`config.mk`:
```
export PLATFORM = sky130hd
export DESIGN_NAME = adc_frame_sequence_timestamper
export DESIGN_NICKNAME = d
export VERILOG_FILES = /design/src/rtl/afst_pkg.sv /design/src/rtl/afst_ctrl.sv /design/src/rtl/afst_dpath.sv /design/src/rtl/adc_frame_sequence_timestamper.sv
export SDC_FILE = /design/constraint.sdc
export NUM_CORES = 1
export LEC_CHECK = 0
export ABC_AREA = 0
export BUFFER_PORTS_ARGS = -buffer_cell sky130_fd_sc_hd__buf_2
export CAP_MARGIN = 10
export CORE_MARGIN = 2
export CORE_UTILIZATION = 30
export CTS_CLUSTER_SIZE = 25
export DETAILED_ROUTE_END_ITERATION = 8
export REMOVE_ABC_BUFFERS = 1
export SLEW_MARGIN = 20
export SYNTH_ARGS = -nofsm -noshare
export SYNTH_HDL_FRONTEND = slang
export SYNTH_SLANG_ARGS = --single-unit
```
`constraint.sdc`:
```
create_clock -name clk -period 8.6 [get_ports clk]
set_clock_uncertainty 0.15 [all_clocks]
set_input_delay 1.72 -clock clk [delete_from_list [all_inputs] [get_ports clk]]
set_output_delay 1.72 -clock clk [all_outputs]
set_load 0.02 [all_outputs]
```
`src/rtl/afst_pkg.sv`:
```
// ----------------------------------------------------------------------------
// afst_pkg: shared types and constants of the frame sequence timestamper
// Payload structs, configuration register indexes and the command and status
// groups that pass between the controller and the datapath.
// ----------------------------------------------------------------------------
`default_nettype none

package afst_pkg;

  // Block dimensions
  localparam int GROUP_COUNT   = 3;
  localparam int MAX_SEQUENCES = 64;
  localparam int SEQ_CNT_W     = 7;   // holds 1..MAX_SEQUENCES
  localparam int SEQ_IDX_W     = 6;
  localparam int COUNT_W       = 10;
  localparam int RANKS_W       = 5;
  localparam int TS_W          = 32;
  localparam int DIV_STEP_W    = 5;

  // Input opcodes
  localparam logic OP_FRAME = 1'b0;
  localparam logic OP_CLEAR = 1'b1;

  // Configuration register indexes
  localparam logic [2:0] CFG_EST_FIRST_PAIR = 3'd0;
  localparam logic [2:0] CFG_EST_THIRD      = 3'd1;
  localparam logic [2:0] CFG_RANKS_ZERO     = 3'd2;
  localparam logic [2:0] CFG_RANKS_ONE      = 3'd3;
  localparam logic [2:0] CFG_RANKS_TWO      = 3'd4;

  // Group codes
  localparam logic [1:0] GRP_ZERO = 2'd0;
  localparam logic [1:0] GRP_ONE  = 2'd1;
  localparam logic [1:0] GRP_TWO  = 2'd2;

  typedef struct packed {
    logic                 opcode;
    logic [1:0]           group;
    logic [COUNT_W-1:0]   sample_count;
    logic [TS_W-1:0]      frame_timestamp;
  } afst_in_t;

  typedef struct packed {
    logic [1:0]           out_group;
    logic [SEQ_IDX_W-1:0] sequence_index;
    logic [COUNT_W-1:0]   element_offset;
    logic [TS_W-1:0]      sequence_timestamp;
    logic [TS_W-1:0]      interval_ticks;
    logic                 count_clipped;
    logic                 last;
  } afst_out_t;

  // Controller to datapath commands
  typedef struct packed {
    logic capture;      // latch the accepted descriptor
    logic clear_hist;   // drop all histories
    logic div_cnt;      // start sample count / ranks
    logic div_int;      // start delta / sequence count
    logic div_step;     // one divider iteration
    logic take_total;   // latch sequence count
    logic take_est;     // interval from the configured estimate
    logic take_quo;     // interval from the divider
    logic upd_hist;     // store frame timestamp as history
    logic prep;         // product and first offset
    logic ts_init;      // first sequence timestamp
    logic emit;         // load one result into the output register
  } afst_cmd_t;

  // Datapath to controller status
  typedef struct packed {
    logic in_clear;     // input descriptor is a clear request
    logic in_known;     // input group is a known group
    logic div_last;     // divider is on its final iteration
    logic total_zero;   // no sequences in the frame
    logic hist_ok;      // history present and sequences non-zero
    logic last_seq;     // current sequence is the final one
    logic out_free;     // output register can take a result
  } afst_sts_t;

endpackage

`default_nettype wire

```
`src/rtl/afst_ctrl.sv`:
```
// ----------------------------------------------------------------------------
// afst_ctrl: sequencing controller of the frame sequence timestamper
// Steps each known-group frame through the count division, the interval
// division given history, the first timestamp and one result per sequence.
// ----------------------------------------------------------------------------
`default_nettype none

module afst_ctrl import afst_pkg::*; (
  input  wire logic      clk,
  input  wire logic      rst_n,
  input  wire logic      in_valid,
  output logic           in_ready,
  input  wire afst_sts_t sts,
  output afst_cmd_t      cmd
);

  localparam logic [2:0] ST_IDLE = 3'd0;
  localparam logic [2:0] ST_LOAD = 3'd1;
  localparam logic [2:0] ST_DCNT = 3'd2;
  localparam logic [2:0] ST_TOT  = 3'd3;
  localparam logic [2:0] ST_CHK  = 3'd4;
  localparam logic [2:0] ST_DINT = 3'd5;
  localparam logic [2:0] ST_MUL  = 3'd6;
  localparam logic [2:0] ST_EMIT = 3'd7;

  logic [2:0] state_r;
  logic [2:0] state_nxt;
  logic       ts_pend_r;
  logic       ts_pend_nxt;

  assign in_ready = (state_r == ST_IDLE);

  // Next state and commands
  always_comb begin
    state_nxt   = state_r;
    ts_pend_nxt = ts_pend_r;
    cmd         = '0;
    case (state_r)
      ST_IDLE: begin
        if (in_valid) begin
          if (sts.in_clear) begin
            cmd.clear_hist = 1'b1;
          end else if (sts.in_known) begin
            cmd.capture = 1'b1;
            state_nxt   = ST_LOAD;
          end
        end
      end
      ST_LOAD: begin
        cmd.div_cnt = 1'b1;
        state_nxt   = ST_DCNT;
      end
      ST_DCNT: begin
        cmd.div_step = 1'b1;
        if (sts.div_last) begin
          state_nxt = ST_TOT;
        end
      end
      ST_TOT: begin
        cmd.take_total = 1'b1;
        state_nxt      = ST_CHK;
      end
      ST_CHK: begin
        if (sts.hist_ok) begin
          cmd.div_int = 1'b1;
          state_nxt   = ST_DINT;
        end else begin
          cmd.take_est = 1'b1;
          cmd.upd_hist = 1'b1;
          state_nxt    = sts.total_zero ? ST_IDLE : ST_MUL;
        end
      end
      ST_DINT: begin
        cmd.div_step = 1'b1;
        if (sts.div_last) begin
          // quotient is complete after this step; latch it in ST_MUL's way
          state_nxt   = ST_MUL;
          ts_pend_nxt = 1'b1;
        end
      end
      ST_MUL: begin
        if (ts_pend_r) begin
          // take the finished quotient first, then compute the product
          cmd.take_quo = 1'b1;
          cmd.upd_hist = 1'b1;
          ts_pend_nxt  = 1'b0;
        end else begin
          cmd.prep  = 1'b1;
          state_nxt = ST_EMIT;
          ts_pend_nxt = 1'b1;
        end
      end
      ST_EMIT: begin
        if (ts_pend_r) begin
          cmd.ts_init = 1'b1;
          ts_pend_nxt = 1'b0;
        end else if (sts.out_free) begin
          cmd.emit = 1'b1;
          if (sts.last_seq) begin
            state_nxt = ST_IDLE;
          end
        end
      end
      default: begin
        state_nxt   = ST_IDLE;
        ts_pend_nxt = 1'b0;
      end
    endcase
  end

  // State register
  always_ff @(posedge clk) begin
    if (!rst_n) begin
      state_r   <= ST_IDLE;
      ts_pend_r <= 1'b0;
    end else begin
      state_r   <= state_nxt;
      ts_pend_r <= ts_pend_nxt;
    end
  end

endmodule

`default_nettype wire

```
`src/rtl/afst_dpath.sv`:
```
// ----------------------------------------------------------------------------
// afst_dpath: datapath of the frame sequence timestamper
// Configuration registers, per-group history, a shared restoring divider,
// the first-timestamp multiplier and the output register.
// ----------------------------------------------------------------------------
`default_nettype none

module afst_dpath import afst_pkg::*; (
  input  wire logic       clk,
  input  wire logic       rst_n,
  input  wire afst_in_t   in_data,
  input  wire logic       cfg_valid,
  input  wire logic [2:0] cfg_index,
  input  wire logic [31:0] cfg_data,
  output logic            out_valid,
  input  wire logic       out_ready,
  output afst_out_t       out_data,
  input  wire afst_cmd_t  cmd,
  output afst_sts_t       sts
);

  // Configuration
  logic [TS_W-1:0]    est_pair_r;
  logic [TS_W-1:0]    est_third_r;
  logic [RANKS_W-1:0] ranks0_r;
  logic [RANKS_W-1:0] ranks1_r;
  logic [RANKS_W-1:0] ranks2_r;

  // History
  logic            hist_valid_r [GROUP_COUNT];
  logic [TS_W-1:0] prev_time_r  [GROUP_COUNT];

  // Captured descriptor and frame values
  logic [1:0]           grp_r;
  logic [COUNT_W-1:0]   cnt_r;
  logic [TS_W-1:0]      stamp_r;
  logic [COUNT_W-1:0]   total_r;
  logic [TS_W-1:0]      interval_r;
  logic [SEQ_CNT_W-1:0] n_r;
  logic                 clipped_r;
  logic [TS_W-1:0]      prod_r;
  logic [TS_W-1:0]      ts_r;
  logic [COUNT_W-1:0]   offset_r;
  logic [SEQ_IDX_W-1:0] k_r;

  // Divider
  logic [COUNT_W-1:0]    div_rem_r;
  logic [TS_W-1:0]       div_quo_r;
  logic [COUNT_W-1:0]    div_dsr_r;
  logic [DIV_STEP_W-1:0] div_cnt_r;
  logic [COUNT_W:0]      div_shift;
  logic                  div_ge;
  logic [COUNT_W:0]      div_diff;

  // Output
  logic      out_valid_r;
  afst_out_t out_r;

  // Frame selections
  logic [RANKS_W-1:0]   ranks_sel;
  logic [TS_W-1:0]      est_sel;
  logic                 clip_now;
  logic [SEQ_CNT_W-1:0] n_now;
  logic [COUNT_W-1:0]   skip_now;
  logic [SEQ_IDX_W-1:0] n_less1;
  logic [TS_W+SEQ_IDX_W-1:0] prod_full;
  logic [COUNT_W+RANKS_W-1:0] skip_off;
  logic [SEQ_IDX_W-1:0] last_k;

  always_comb begin
    case (grp_r)
      GRP_ZERO: begin
        ranks_sel = ranks0_r;
        est_sel   = est_pair_r;
      end
      GRP_ONE: begin
        ranks_sel = ranks1_r;
        est_sel   = est_pair_r;
      end
      GRP_TWO: begin
        ranks_sel = ranks2_r;
        est_sel   = est_third_r;
      end
      default: begin
        ranks_sel = '0;
        est_sel   = '0;
      end
    endcase
  end

  // Sequence count saturation
  assign clip_now  = (total_r > COUNT_W'(MAX_SEQUENCES));
  assign n_now     = clip_now ? SEQ_CNT_W'(MAX_SEQUENCES) : total_r[SEQ_CNT_W-1:0];
  assign skip_now  = total_r - COUNT_W'(n_now);
  assign n_less1   = SEQ_IDX_W'(n_now - SEQ_CNT_W'(1));
  assign prod_full = n_less1 * interval_r;
  assign skip_off  = skip_now * ranks_sel;
  assign last_k    = SEQ_IDX_W'(n_r - SEQ_CNT_W'(1));

  // Restoring divider step
  assign div_shift = {div_rem_r, div_quo_r[TS_W-1]};
  assign div_ge    = (div_shift >= {1'b0, div_dsr_r});
  assign div_diff  = div_shift - {1'b0, div_dsr_r};

  // Status
  assign sts.in_clear   = (in_data.opcode == OP_CLEAR);
  assign sts.in_known   = (in_data.group < 2'(GROUP_COUNT));
  assign sts.div_last   = (div_cnt_r == '0);
  assign sts.total_zero = (total_r == '0);
  assign sts.hist_ok    = hist_valid_r[grp_r] && (total_r != '0);
  assign sts.last_seq   = (k_r == last_k);
  assign sts.out_free   = !out_valid_r || out_ready;

  assign out_valid = out_valid_r;
  assign out_data  = out_r;

  // Configuration registers
  always_ff @(posedge clk) begin
    if (!rst_n) begin
      est_pair_r  <= '0;
      est_third_r <= '0;
      ranks0_r    <= RANKS_W'(1);
      ranks1_r    <= RANKS_W'(1);
      ranks2_r    <= RANKS_W'(1);
    end else if (cfg_valid) begin
      case (cfg_index)
        CFG_EST_FIRST_PAIR: est_pair_r  <= cfg_data;
        CFG_EST_THIRD:      est_third_r <= cfg_data;
        CFG_RANKS_ZERO:     ranks0_r    <= cfg_data[RANKS_W-1:0];
        CFG_RANKS_ONE:      ranks1_r    <= cfg_data[RANKS_W-1:0];
        CFG_RANKS_TWO:      ranks2_r    <= cfg_data[RANKS_W-1:0];
        default: begin
        end
      endcase
    end
  end

  // Per-group history
  always_ff @(posedge clk) begin
    if (!rst_n || cmd.clear_hist) begin
      for (int g = 0; g < GROUP_COUNT; g++) begin
        hist_valid_r[g] <= 1'b0;
        prev_time_r[g]  <= '0;
      end
    end else if (cmd.upd_hist) begin
      hist_valid_r[grp_r] <= 1'b1;
      prev_time_r[grp_r]  <= stamp_r;
    end
  end

  // Divider: count / ranks uses ten steps, delta / count uses thirty-two
  always_ff @(posedge clk) begin
    if (cmd.div_cnt) begin
      div_rem_r <= '0;
      div_quo_r <= {cnt_r, (TS_W-COUNT_W)'(0)};
      div_dsr_r <= COUNT_W'(ranks_sel);
      div_cnt_r <= DIV_STEP_W'(COUNT_W - 1);
    end else if (cmd.div_int) begin
      div_rem_r <= '0;
      div_quo_r <= stamp_r - prev_time_r[grp_r];
      div_dsr_r <= total_r;
      div_cnt_r <= DIV_STEP_W'(TS_W - 1);
    end else if (cmd.div_step) begin
      div_rem_r <= div_ge ? div_diff[COUNT_W-1:0] : div_shift[COUNT_W-1:0];
      div_quo_r <= {div_quo_r[TS_W-2:0], div_ge};
      div_cnt_r <= div_cnt_r - DIV_STEP_W'(1);
    end
  end

  // Frame registers
  always_ff @(posedge clk) begin
    if (cmd.capture) begin
      grp_r   <= in_data.group;
      cnt_r   <= in_data.sample_count;
      stamp_r <= in_data.frame_timestamp;
    end
    if (cmd.take_total) begin
      // a zero ranks register gives no sequences
      total_r <= (ranks_sel == '0) ? '0 : div_quo_r[COUNT_W-1:0];
    end
    if (cmd.take_est) begin
      interval_r <= est_sel;
    end else if (cmd.take_quo) begin
      interval_r <= div_quo_r;
    end
    if (cmd.prep) begin
      prod_r    <= prod_full[TS_W-1:0];
      offset_r  <= skip_off[COUNT_W-1:0];
      n_r       <= n_now;
      clipped_r <= clip_now;
    end
    if (cmd.ts_init) begin
      ts_r <= stamp_r - prod_r;
      k_r  <= '0;
    end else if (cmd.emit) begin
      ts_r     <= ts_r + interval_r;
      offset_r <= offset_r + COUNT_W'(ranks_sel);
      k_r      <= k_r + SEQ_IDX_W'(1);
    end
  end

  // Output register
  always_ff @(posedge clk) begin
    if (cmd.emit) begin
      out_r.out_group          <= grp_r;
      out_r.sequence_index     <= k_r;
      out_r.element_offset     <= offset_r;
      out_r.sequence_timestamp <= ts_r;
      out_r.interval_ticks     <= interval_r;
      out_r.count_clipped      <= clipped_r;
      out_r.last               <= (k_r == last_k);
    end
  end

  always_ff @(posedge clk) begin
    if (!rst_n) begin
      out_valid_r <= 1'b0;
    end else if (cmd.emit) begin
      out_valid_r <= 1'b1;
    end else if (out_ready) begin
      out_valid_r <= 1'b0;
    end
  end

endmodule

`default_nettype wire

```
`src/rtl/adc_frame_sequence_timestamper.sv`:
```
// ----------------------------------------------------------------------------
// adc_frame_sequence_timestamper: per-sequence timestamps for DMA half buffers
// Input descriptors arrive on in_valid/in_ready with payload in_data. Each
// frame request of a known group yields one result per sequence on
// out_valid/out_ready (payload out_data), at most MAX_SEQUENCES of them; clear requests and unknown groups
// yield none. Registers are written on cfg_valid/cfg_ready with cfg_index and
// cfg_data; the user writes them only while idle, which the block does not enforce; cfg_ready is always high.
// Timing: a frame request takes a ten-step count division, a thirty-two-step
// interval division (skipped when the group has no history or the frame has
// no sequences), the set-up of the product and first timestamp and then one
// result per cycle while the receiver takes them. The shared divider yields
// one quotient bit per cycle. Clear requests and unknown groups are consumed
// in the idle state. in_ready is high only while the controller is idle.
// Reset: synchronous, clears all histories and sets the registers to their
// defaults. A stalled receiver holds the output register, and emission waits
// until it is taken; the final result may still be waiting when the next
// request is accepted.
// ----------------------------------------------------------------------------
`default_nettype none

module adc_frame_sequence_timestamper import afst_pkg::*; (
  input  wire logic        clk,
  input  wire logic        rst_n,
  input  wire logic        in_valid,
  output logic             in_ready,
  input  wire afst_in_t    in_data,
  output logic             out_valid,
  input  wire logic        out_ready,
  output afst_out_t        out_data,
  input  wire logic        cfg_valid,
  output logic             cfg_ready,
  input  wire logic [2:0]  cfg_index,
  input  wire logic [31:0] cfg_data
);

  afst_cmd_t cmd;
  afst_sts_t sts;

  assign cfg_ready = 1'b1;

  afst_ctrl u_ctrl (
    .clk      (clk),
    .rst_n    (rst_n),
    .in_valid (in_valid),
    .in_ready (in_ready),
    .sts      (sts),
    .cmd      (cmd)
  );

  afst_dpath u_dpath (
    .clk       (clk),
    .rst_n     (rst_n),
    .in_data   (in_data),
    .cfg_valid (cfg_valid),
    .cfg_index (cfg_index),
    .cfg_data  (cfg_data),
    .out_valid (out_valid),
    .out_ready (out_ready),
    .out_data  (out_data),
    .cmd       (cmd),
    .sts       (sts)
  );

endmodule

`default_nettype wire

```
* Word-level counts from Yosys, hierarchy flattened
Memories as Yosys holds them, arrays and structs flattened. A register that Yosys moved wholly into a read port is not among the register bits.
Cells that the tools add are included.
** Operators by class
- Equality and inequality tests :: 23
- Reductions and logical operators :: 31
- Multipliers :: 2
- $lt $le $gt $ge :: 3
- Muxes and demuxes :: 68
- Add/subtract/negate cells :: 10
** Operator list (number)
- 32-bit two-way mux :: 8
- 32-bit case mux with 2 select lines :: 1
- 32-bit subtractor :: 2
- 10-bit two-way mux :: 4
- 3-bit two-way mux :: 11
- 32-bit adder :: 1
- 6-bit by 32-bit multiplier with 32-bit output :: 1
- 32-bit OR reduction :: 1
- 1-bit two-way mux :: 27
- 3-bit case mux with 8 select lines :: 1
- 5-bit two-way mux :: 4
- 2-bit two-way mux :: 8
- 2-bit inequality test, second input constant :: 8
- 3-bit equality test, second input constant :: 5
- 5-bit case mux with 3 select lines :: 1
- 3-bit by 2-bit equality test with 1-bit output, second input constant :: 4
- 2-bit AND reduction :: 6
- 6-bit by 1-bit subtractor with 6-bit output, second input constant :: 2
- 11-bit by 10-bit >= comparator with 1-bit output :: 1
- 10-bit by 5-bit adder with 10-bit output :: 1
- 10-bit by 7-bit > comparator with 1-bit output, second input constant :: 1
- 10-bit logical NOT :: 1
- 5-bit logical NOT :: 2
- 10-bit by 5-bit multiplier with 10-bit output :: 1
- other kinds (24) :: 35
** Storage, ports and cells
- Register bits :: 398
- Bits of input ports :: 85
- Output and inout port bits :: 87
- Memories kept :: 2
- Bits in writable memories :: 99
** Memories
- u_dpath.prev_time_r :: words 3, bits a word 32, read ports 1, clocked after memory_dff 1, wr ports 3, line afst_dpath.sv:31 : logic [TS_W-1:0] prev_time_r [GROUP_COUNT];
- u_dpath.hist_valid_r :: words 3, bits a word 1, read ports 1, clocked after memory_dff 1, wr ports 3, line afst_dpath.sv:30 : logic hist_valid_r [GROUP_COUNT];

* Longest topological paths before layout
Gate-level depths: netlist of the first run.
- Word-level depth :: 10
- Depth in mapped cells :: 27

* By module
From an unflattened synthesis of the first run, not the netlist that was laid out.
** Second synthesis, totals
- Cell total of the unflattened synthesis :: 3077
- Area total of the unflattened synthesis :: 32399.8 µm²
** By module, submodules not included
- afst_dpath :: cells each 3023, instances 1, area each 31935.6 µm², sequential area each 14413.8 µm²
- afst_ctrl :: cells each 52, instances 1, area each 452.9 µm², sequential area each 80.1 µm²
- adc_frame_sequence_timestamper :: cells each 2, instances 1, area each 11.3 µm², sequential area each 0.0 µm²

* Worst setup path after synthesis of the first run
No wires, ideal clock.
- Path kind :: reg2reg
- Start point :: register u_dpath.total_r[2]
- End point :: register u_dpath.prod_r[30] (data pin)
- Required time :: 8192 ps
- Arrival time :: 5741 ps
- Stages on the path, launching flop included :: 28
- Library setup time :: 258 ps
- Clock period less this slack :: 6148 ps
- Setup slack :: 2452 ps
- Cell sequence :: edfxtp_1 -> clkbuf_1 -> nor4_4 -> nand2_1 -> a21oi_2 -> nand2_1 -> ha_1 -> nand2_1 -> nor3b_1 -> a21oi_1 -> o21a_1 -> clkbuf_1 -> and2_1 -> fa_1 -> inv_1 -> fa_1 -> fa_1 -> inv_1 -> ha_1 -> a211oi_1 -> nand2_1 -> or3_1 -> a21oi_1 -> nor3b_1 -> o41ai_2 -> o2111ai_1 -> a21oi_1 -> xnor2_1
** Between the ends
- Word-level cells in the longest chain between the ends :: 4
** Ends and longest elaborated chain
- start: declaration :: line afst_dpath.sv:37 : logic [COUNT_W-1:0] total_r;
- start signal: assignment :: line afst_dpath.sv:179 : total_r <= (ranks_sel == '0) ? '0 : div_quo_r[COUNT_W-1:0];
- 10-bit by 7-bit > comparator with 1-bit output :: line afst_dpath.sv:92 : assign clip_now = (total_r > COUNT_W'(MAX_SEQUENCES));
- 7-bit two-way mux (*) :: line afst_dpath.sv:93 : assign n_now = clip_now ? SEQ_CNT_W'(MAX_SEQUENCES) : total_r[SEQ_CNT_W-1:0];
- 6-bit by 1-bit subtractor with 6-bit output (*) :: line afst_dpath.sv:95 : assign n_less1 = SEQ_IDX_W'(n_now - SEQ_CNT_W'(1));
- 6-bit by 32-bit multiplier with 32-bit output (*) :: line afst_dpath.sv:96 : assign prod_full = n_less1 * interval_r;
- via u_dpath.prod_full[30] :: line afst_dpath.sv:66 : logic [TS_W+SEQ_IDX_W-1:0] prod_full;
- end signal: assignment :: line afst_dpath.sv:187 : prod_r <= prod_full[TS_W-1:0];
- end: declaration :: line afst_dpath.sv:41 : logic [TS_W-1:0] prod_r;
The timed path passes the listed nets; every way through them passes the cells marked *.
A chain may end at the register's enable or synchronous reset.

* Worst setup path in the final report of the first run
- Start point :: register u_dpath.total_r[3]
- End point :: register u_dpath.prod_r[30] (data pin)
Same word-level chain as after synthesis.

==> results of run 1 <==
==> final cells by class <==
class / instances / area, um2 / share of cell area [%]
Timing Repair Buffer: 206 / 1120 / 3.05
Tap cell: 1403 / 1760 / 4.78
Antenna cell: 3 / 7.51 / 0.0204
Clock buffer: 73 / 1560 / 4.24
Clock inverter: 34 / 509 / 1.39
Sequential cell: 532 / 14500 / 39.4
Inverter: 299 / 1120 / 3.06
Multi-Input combinational cell: 2152 / 16200 / 44.0
==> Yosys cell counts (5+ instances only) <==
cell | number | area share (%)
buf_1 | 9 | 0.10
nor2b_1 | 80 | 1.6
nand3_1 | 47 | 0.73
o21a_1 | 35 | 0.82
a31oi_1 | 14 | 0.27
clkbuf_1 | 101 | 1.2
nand4_1 | 15 | 0.29
xor2_1 | 47 | 1.3
edfxtp_1 | 384 | 36
mux4_2 | 33 | 2.3
mux2i_1 | 27 | 0.84
nand2_1 | 333 | 3.9
xnor2_1 | 82 | 2.2
and2_1 | 164 | 3.2
o31ai_1 | 16 | 0.37
a21boi_0 | 9 | 0.21
dfxtp_1 | 148 | 9.2
a311oi_1 | 35 | 0.95
fa_1 | 131 | 8.1
o21ai_0 | 96 | 1.5
a22oi_1 | 18 | 0.42
ha_1 | 160 | 6.2
or4_1 | 5 | 0.12
a211oi_1 | 25 | 0.58
nor3b_1 | 9 | 0.21
buf_2 | 6 | 0.093
inv_1 | 295 | 3.4
nor2_1 | 162 | 1.9
nand3b_1 | 7 | 0.16
o21bai_1 | 10 | 0.23
o21ai_1 | 6 | 0.093
nand2b_1 | 63 | 1.2
o211ai_1 | 8 | 0.19
nor3_1 | 40 | 0.62
a221oi_1 | 5 | 0.14
or2_2 | 6 | 0.12
a21o_1 | 61 | 1.4
or3_1 | 22 | 0.43
nor4_1 | 9 | 0.17
a21oi_1 | 267 | 4.1
and3_1 | 18 | 0.35
==> per-stage QoR <==
stage / std cells / area, um2 / hold WS [ns] / utilization [%]
final: 4702 / 36800 / 0.299 / 34.4
after global routing: 4699 / 36800 / 0.312 / 34.4
after CTS: 4699 / 36700 / 0.299 / 34.4
after detailed placement: 4592 / 34700 / 0.284 / 32.5
after global placement: 4592 / 34700 / 0.274 / 32.5
after floorplan: 2983 / 31700 / 0.250 / -
==> cells by family after synthesis <==
group | after synthesis | share of synthesized area [%]
xor+xnor | 131 | 3.65
buf+inv | 419 | 4.95
fa+ha+maj | 291 | 14.4
other cells | 2 | 0.0233
compound gates | 668 | 13.3
simple gates | 999 | 15.5
flops | 532 | 45.0
mux | 61 | 3.18
==> final timing paths <==
check | from | endpoint
setup reg to reg | u_dpath.total_r[3] | u_dpath.prod_r[30]
setup / recovery | u_dpath.total_r[3] | u_dpath.prod_r[30]
hold / removal | u_dpath.est_pair_r[3] | u_dpath.est_pair_r[3]
hold reg to reg | u_dpath.est_pair_r[3] | u_dpath.est_pair_r[3]
==> metal layers <==
layer / vias to the layer above / GRT usage (%) / wire length, um
met5: - / 0 / 177
met4: 32 / 3.53 / 1750
met3: 135 / 3.26 / 5660
met2: 564 / 25.0 / 39100
met1: 11296 / 20.7 / 38800
li1: 11152 / - / -
==> tightest hold or removal path, stage by stage, from the launching register on <==
cell and delay (ns):
dfxtp_1 0.30, nand2_1 0.05, a21oi_1 0.05
==> power groups by stage <==
| stage | registers [mW] | logic (mW) | clock network (mW) |
|---|---|---|---|
| global placement | 3.27 | 2.81 | 0 |
| floorplan | 3.22 | 2.18 | 0 |
| CTS | 3.22 | 2.86 | 2.77 |
| detailed placement | 3.27 | 2.84 | 0 |
| global route | 3.24 | 3.23 | 2.87 |
| finish | 3.22 | 2.87 | 2.70 |
==> sequential cells by signal, summed over array words and instances, names as in the netlist, 32 cells and up, named ones only <==
| register | count |
|---|---|
| u_dpath.est_pair_r | 32 |
| u_dpath.div_quo_r | 32 |
| u_dpath.prod_r | 32 |
| u_dpath.prev_time_r | 128 |
| u_dpath.est_third_r | 32 |
| u_dpath.interval_r | 32 |
| u_dpath.ts_r | 32 |
| u_dpath.stamp_r | 32 |
| u_dpath.out_data | 84 |
==> metrics.txt, run 1 <==
switching fraction of total power about 33%; CTS Root Cell clkbuf_16; most frequent cells in the layout edfxtp_1, nand2_1, inv_1; Setup crit start kind flop; Pwr per Cell Area approximately 240 nW/um2; sequential power share a little over a third; # DRC 0; starting DRC count in detailed routing around 1500; Placeable Area about 110000 um2; EDFF count, synth approximately 380; ys async rst share 0%; cts bufs inserted 58; RSZ-0062 raised after global routing no; worst-case reg-to-reg path depth 20; post-cts gate resize count 0; dominant delay contributor by cell family on the critical path adder cells; Max Root-Sink Buffers 3; GRT Overall Usage 15.3%; Synth Register Bits 532; CP max stage delay ~0.94 ns; Pins Over Slew Limit 0; Clock Sinks between 500 and 600; ANT nets after route 0; Critical Path Stages 20; final hold vios 0; synth warn 0; I/O pin total 172; Detailed Route WL 85.4 mm; Worst EP arrival approximately 7.3 ns; Congestion Overflow GR 0; Port Buffers 170; CTS tree yes; Combinational Power Share roughly a third; # fillers approximately 11000; fmax 142 MHz; Int Pwr roughly 5.8 mW; dpl hpwl roughly 63 mm; final worst path period share between 80 and 90%; post-layout minimum cycle time around 7 ns; vias in the first global route 22964; cell area after synthesis 32200 um2; MaxCap Viol Count 0; post-route setup slack about 1.6 ns; # H-tree levels 2; # hold bufs at CTS 0; clock network fraction of total power 30.7%; hold path depth 2; Psw 2.93 mW; Post-CTS Setup Repair Bufs 0; Most used DFF post-synth edfxtp_1; drt first pass iters 5; setup TNS 0 ns; pre-CTS setup slack ~1.6 ns; fin nets around 3600; largest net degree at the start of global routing 82; Least-Margin Pin Slew between 0.9 and 1 ns; routability cong. around 0.9; via count 23179; Pleak 14.6 nW; clock-pin slew on the worst setup and hold paths roughly 0.070 ns; Hold Path Class flop to flop; Die Y-Extent about 330 um; die area roughly 110000 um2; Synth cell types between 90 and 100; critical path peak fanout 31; final setup violation count 0; Worst EP required 8.86 ns; commonest non-fill, non-tap cell in the layout edfxtp_1; WS Path Type flop to flop; CP cell instances nor4_4, nand2_1, a21oi_2, nand2_1, ha_1, nand2b_1, fa_1, fa_1, fa_1, inv_1, ha_1, a211oi_1, nand2_1, or3_1, a21oi_1, nor3b_1, o41ai_2, o2111ai_1, a21oi_1, xnor2_1; Mapped Avg Cell Area 10.4 um2; vias per cell 4.93; Max-slew headroom roughly a third; Critical path buffers and inverters 1; Clk Latency, worst-skew pair about 0.67 ns; proportion of layout cells with a drive suffix above 1 a little under an eighth; reg2reg setup slack around 1.6 ns; # rows 120; first-pass GRT wire length 133 mm; DR WL/cell 18.2 um; crit path capture type flop; Initial Util ~30%; cell count after synthesis around 3100; total power draw between 8 and 9 mW; worst vdd ir 205 uV; status finished, final reports clean; Slowest-stage cell, CP ha_1; initial antenna violation count 22; area grow syn2layout 14.1%; Die Wd 332 um; Seq/Total Area, Yosys between 40% and 50%
(Power assumes the default switching activity.)
==> run 2, diff against run 1 <==
==> constraint.sdc (replaced) <==
create_clock -name clk -period 6.8 [get_ports clk]
set_clock_uncertainty 0.15 [all_clocks]
set_input_delay 1.36 -clock clk [delete_from_list [all_inputs] [get_ports clk]]
set_output_delay 1.36 -clock clk [all_outputs]
set_load 0.02 [all_outputs]
==> metrics.txt, run 2 (synthesis results as in run 1) <==
# rows 120 (unchanged); dpl hpwl 63.5 mm (was 62.9 mm); crit path capture type flop (unchanged); proportion of layout cells with a drive suffix above 1 12.2% (was 11.7%); commonest non-fill, non-tap cell in the layout edfxtp_1 (unchanged); Worst EP required 7.05 ns (was 8.86 ns); reg2reg start u_dpath.total_r[9] (was u_dpath.total_r[3]); # H-tree levels 2 (unchanged); largest net degree at the start of global routing 81 (was 82); Top reg by flops u_dpath.prev_time_r (unchanged); cts bufs inserted 58 (unchanged); Congestion Overflow GR 0 (unchanged); CTS Root Cell clkbuf_16 (unchanged); initial antenna violation count 23 (was 22); WS Path Type flop to flop (unchanged); Hold WS 0.297 ns (was 0.299 ns); Max Root-Sink Buffers 3 (unchanged); # hold bufs at CTS 0 (unchanged); Hold Path Class flop to flop (unchanged); Die Y-Extent 332 um (unchanged); grt met2 use 25.1% (was 25.0%); status finished, final reports clean (unchanged); die area 110000 um2 (unchanged); Port Buffers 170 (unchanged); MaxCap Viol Count 0 (unchanged); starting DRC count in detailed routing 1314 (was 1480); Die Wd 332 um (unchanged); Max-slew headroom 28.5% (was 33.7%); # fillers 10700 (was 10703); GRT Overall Usage 15.4% (was 15.3%); critical path peak fanout 7 (was 31); most frequent cells in the layout edfxtp_1, nand2_1, inv_1 (unchanged); fmax 153 MHz (was 142 MHz); met1 Use GR 20.9% (was 20.7%); Detailed Route WL 86.1 mm (was 85.4 mm); post-layout minimum cycle time 6.52 ns (was 7.02 ns); drt first pass iters 5 (unchanged); # DRC 0 (unchanged); routability cong. 0.878 (was 0.879); fin nets 3639 (was 3625); most used routing layer met2 (unchanged); Area after DPL 34800 um2 (was 34700 um2); vias per cell 4.89 (was 4.93); final worst path period share 95.9% (was 81.6%); RR Endpoint u_dpath.prod_r[31] (was u_dpath.prod_r[30]); area grow syn2layout 14.7% (was 14.1%); Least-Margin Pin Slew 1.07 ns (was 0.994 ns); Clk Latency, worst-skew pair 0.65 ns (was 0.67 ns); final cell count without fillers 4720 (was 4702); worst-case reg-to-reg path depth 25 (was 20); reg2reg setup slack 0.28 ns (was 1.58 ns); Worst EP arrival 6.77 ns (was 7.27 ns); Clock Sinks 532 (unchanged); flip-flop count of the largest register after layout 128 (unchanged); Pwr per Cell Area 305 nW/um2 (was 239 nW/um2); DR WL/cell 18.2 um (about the same); via count 23092 (was 23179); first-pass GRT wire length 134 mm (was 133 mm); ANT nets after route 0 (unchanged); Pleak 14.7 nW (was 14.6 nW); Pins Over Slew Limit 0 (unchanged); crit path to u_dpath.prod_r[31] (was u_dpath.prod_r[30]); final setup violation count 0 (unchanged); worst vdd ir 238 uV (was 205 uV); post-placement cell count 4603 (was 4592); Setup crit start kind flop (unchanged); Initial Util 30.2% (unchanged); Placeable Area 107000 um2 (unchanged); I/O pin total 172 (unchanged); vias in the first global route 22963 (was 22964); CP startpoint u_dpath.total_r[9] (was u_dpath.total_r[3]); CTS tree yes (unchanged); GRT met3 Usage 2.85% (was 3.26%); final hold vios 0 (unchanged); clock-pin slew on the worst setup and hold paths 0.07 ns (about the same); post-layout instance area 37000 um2 (was 36800 um2)
-- run 2: cell types whose count changed in the layout (fill, tap and decap cells not counted), sizes merged --
cell,previous run,this run
bufinv,10,15
buf,206,220
clkinvlp,4,8
clkbuf,73,65
clkinv,19,21
diode,3,4
-- run 2: metal layers --
layer	wire, um	share of wire [%]	up-vias
met3	5020	5.8	142
met2	39500	46	484
met5	173	0.20	-
met4	2080	2.4	30
met1	39300	46	11255
li1	-	-	11181
-- run 2: cell type report --
class	instances	area (um2)	share of cell area (%)
well taps	1403	1760	4.75
inverters	299	1120	3.04
clock inverters	45	654	1.77
repair buffers	220	1230	3.32
flip-flops and latches	532	14500	39.2
diodes	4	10.0	0.0271
multi-input cells	2152	16200	43.9
clock buffers	65	1480	4.00
-- run 2: worst max-delay path: stages (launching register included) --
cell	delay, ns
edfxtp_1	0.50
or3_1	0.47
a21oi_4	0.17
nand2_1	0.11
ha_2	0.22
nand2_1	0.10
nor2_1	0.06
o21a_2	0.27
buf_2	0.19
buf_4	0.14
and2_1	0.16
fa_1	0.49
inv_1	0.05
fa_1	0.39
fa_1	0.51
inv_1	0.04
ha_1	0.34
a21o_1	0.21
a2111o_1	0.40
a41o_1	0.25
nand4_1	0.15
a21boi_0	0.18
o21ai_1	0.26
o2111ai_1	0.15
a21oi_1	0.20
xnor2_1	0.08
-- run 2: how the worst min path moves through the flow --
stage	start	to	slack [ns]	cells past startpoint
finish	u_dpath.hist_valid_r[3]	u_dpath.hist_valid_r[3]	0.30	1
CTS	u_dpath.est_pair_r[29]	u_dpath.est_pair_r[29]	0.30	2
floorplan	u_dpath.clipped_r	u_dpath.out_data[1]	0.25	0
global route	u_dpath.clipped_r	u_dpath.out_data[1]	0.30	0
global placement	u_dpath.hist_valid_r[3]	u_dpath.hist_valid_r[3]	0.28	1
detailed placement	u_dpath.hist_valid_r[3]	u_dpath.hist_valid_r[3]	0.28	1
-- run 2: through the flow --
stage	setup TNS (ns)	total power, mW	setup WS, ns	utilization [%]
after detailed placement	0	7.74	0.0713	32.6
after floorplan	-0.898	6.82	-0.274	-
final	0	11.3	0.280	34.6
after CTS	0	11.3	0.0637	34.6
after global routing	-0.0850	11.9	-0.0635	34.6
after global placement	0	7.69	0.204	32.6
-- run 2: what timing repair did --
action                                  4_1_cts  5_1_grt
buffers inserted                              0        3
resized for setup                             0        8
endpoints found under the setup margin        0        4
-- run 2: power by group --
group,switching (mW),internal (mW)
logic,2.10,1.54
clock network,1.39,2.14
registers,0.228,3.87
total,3.72,7.55
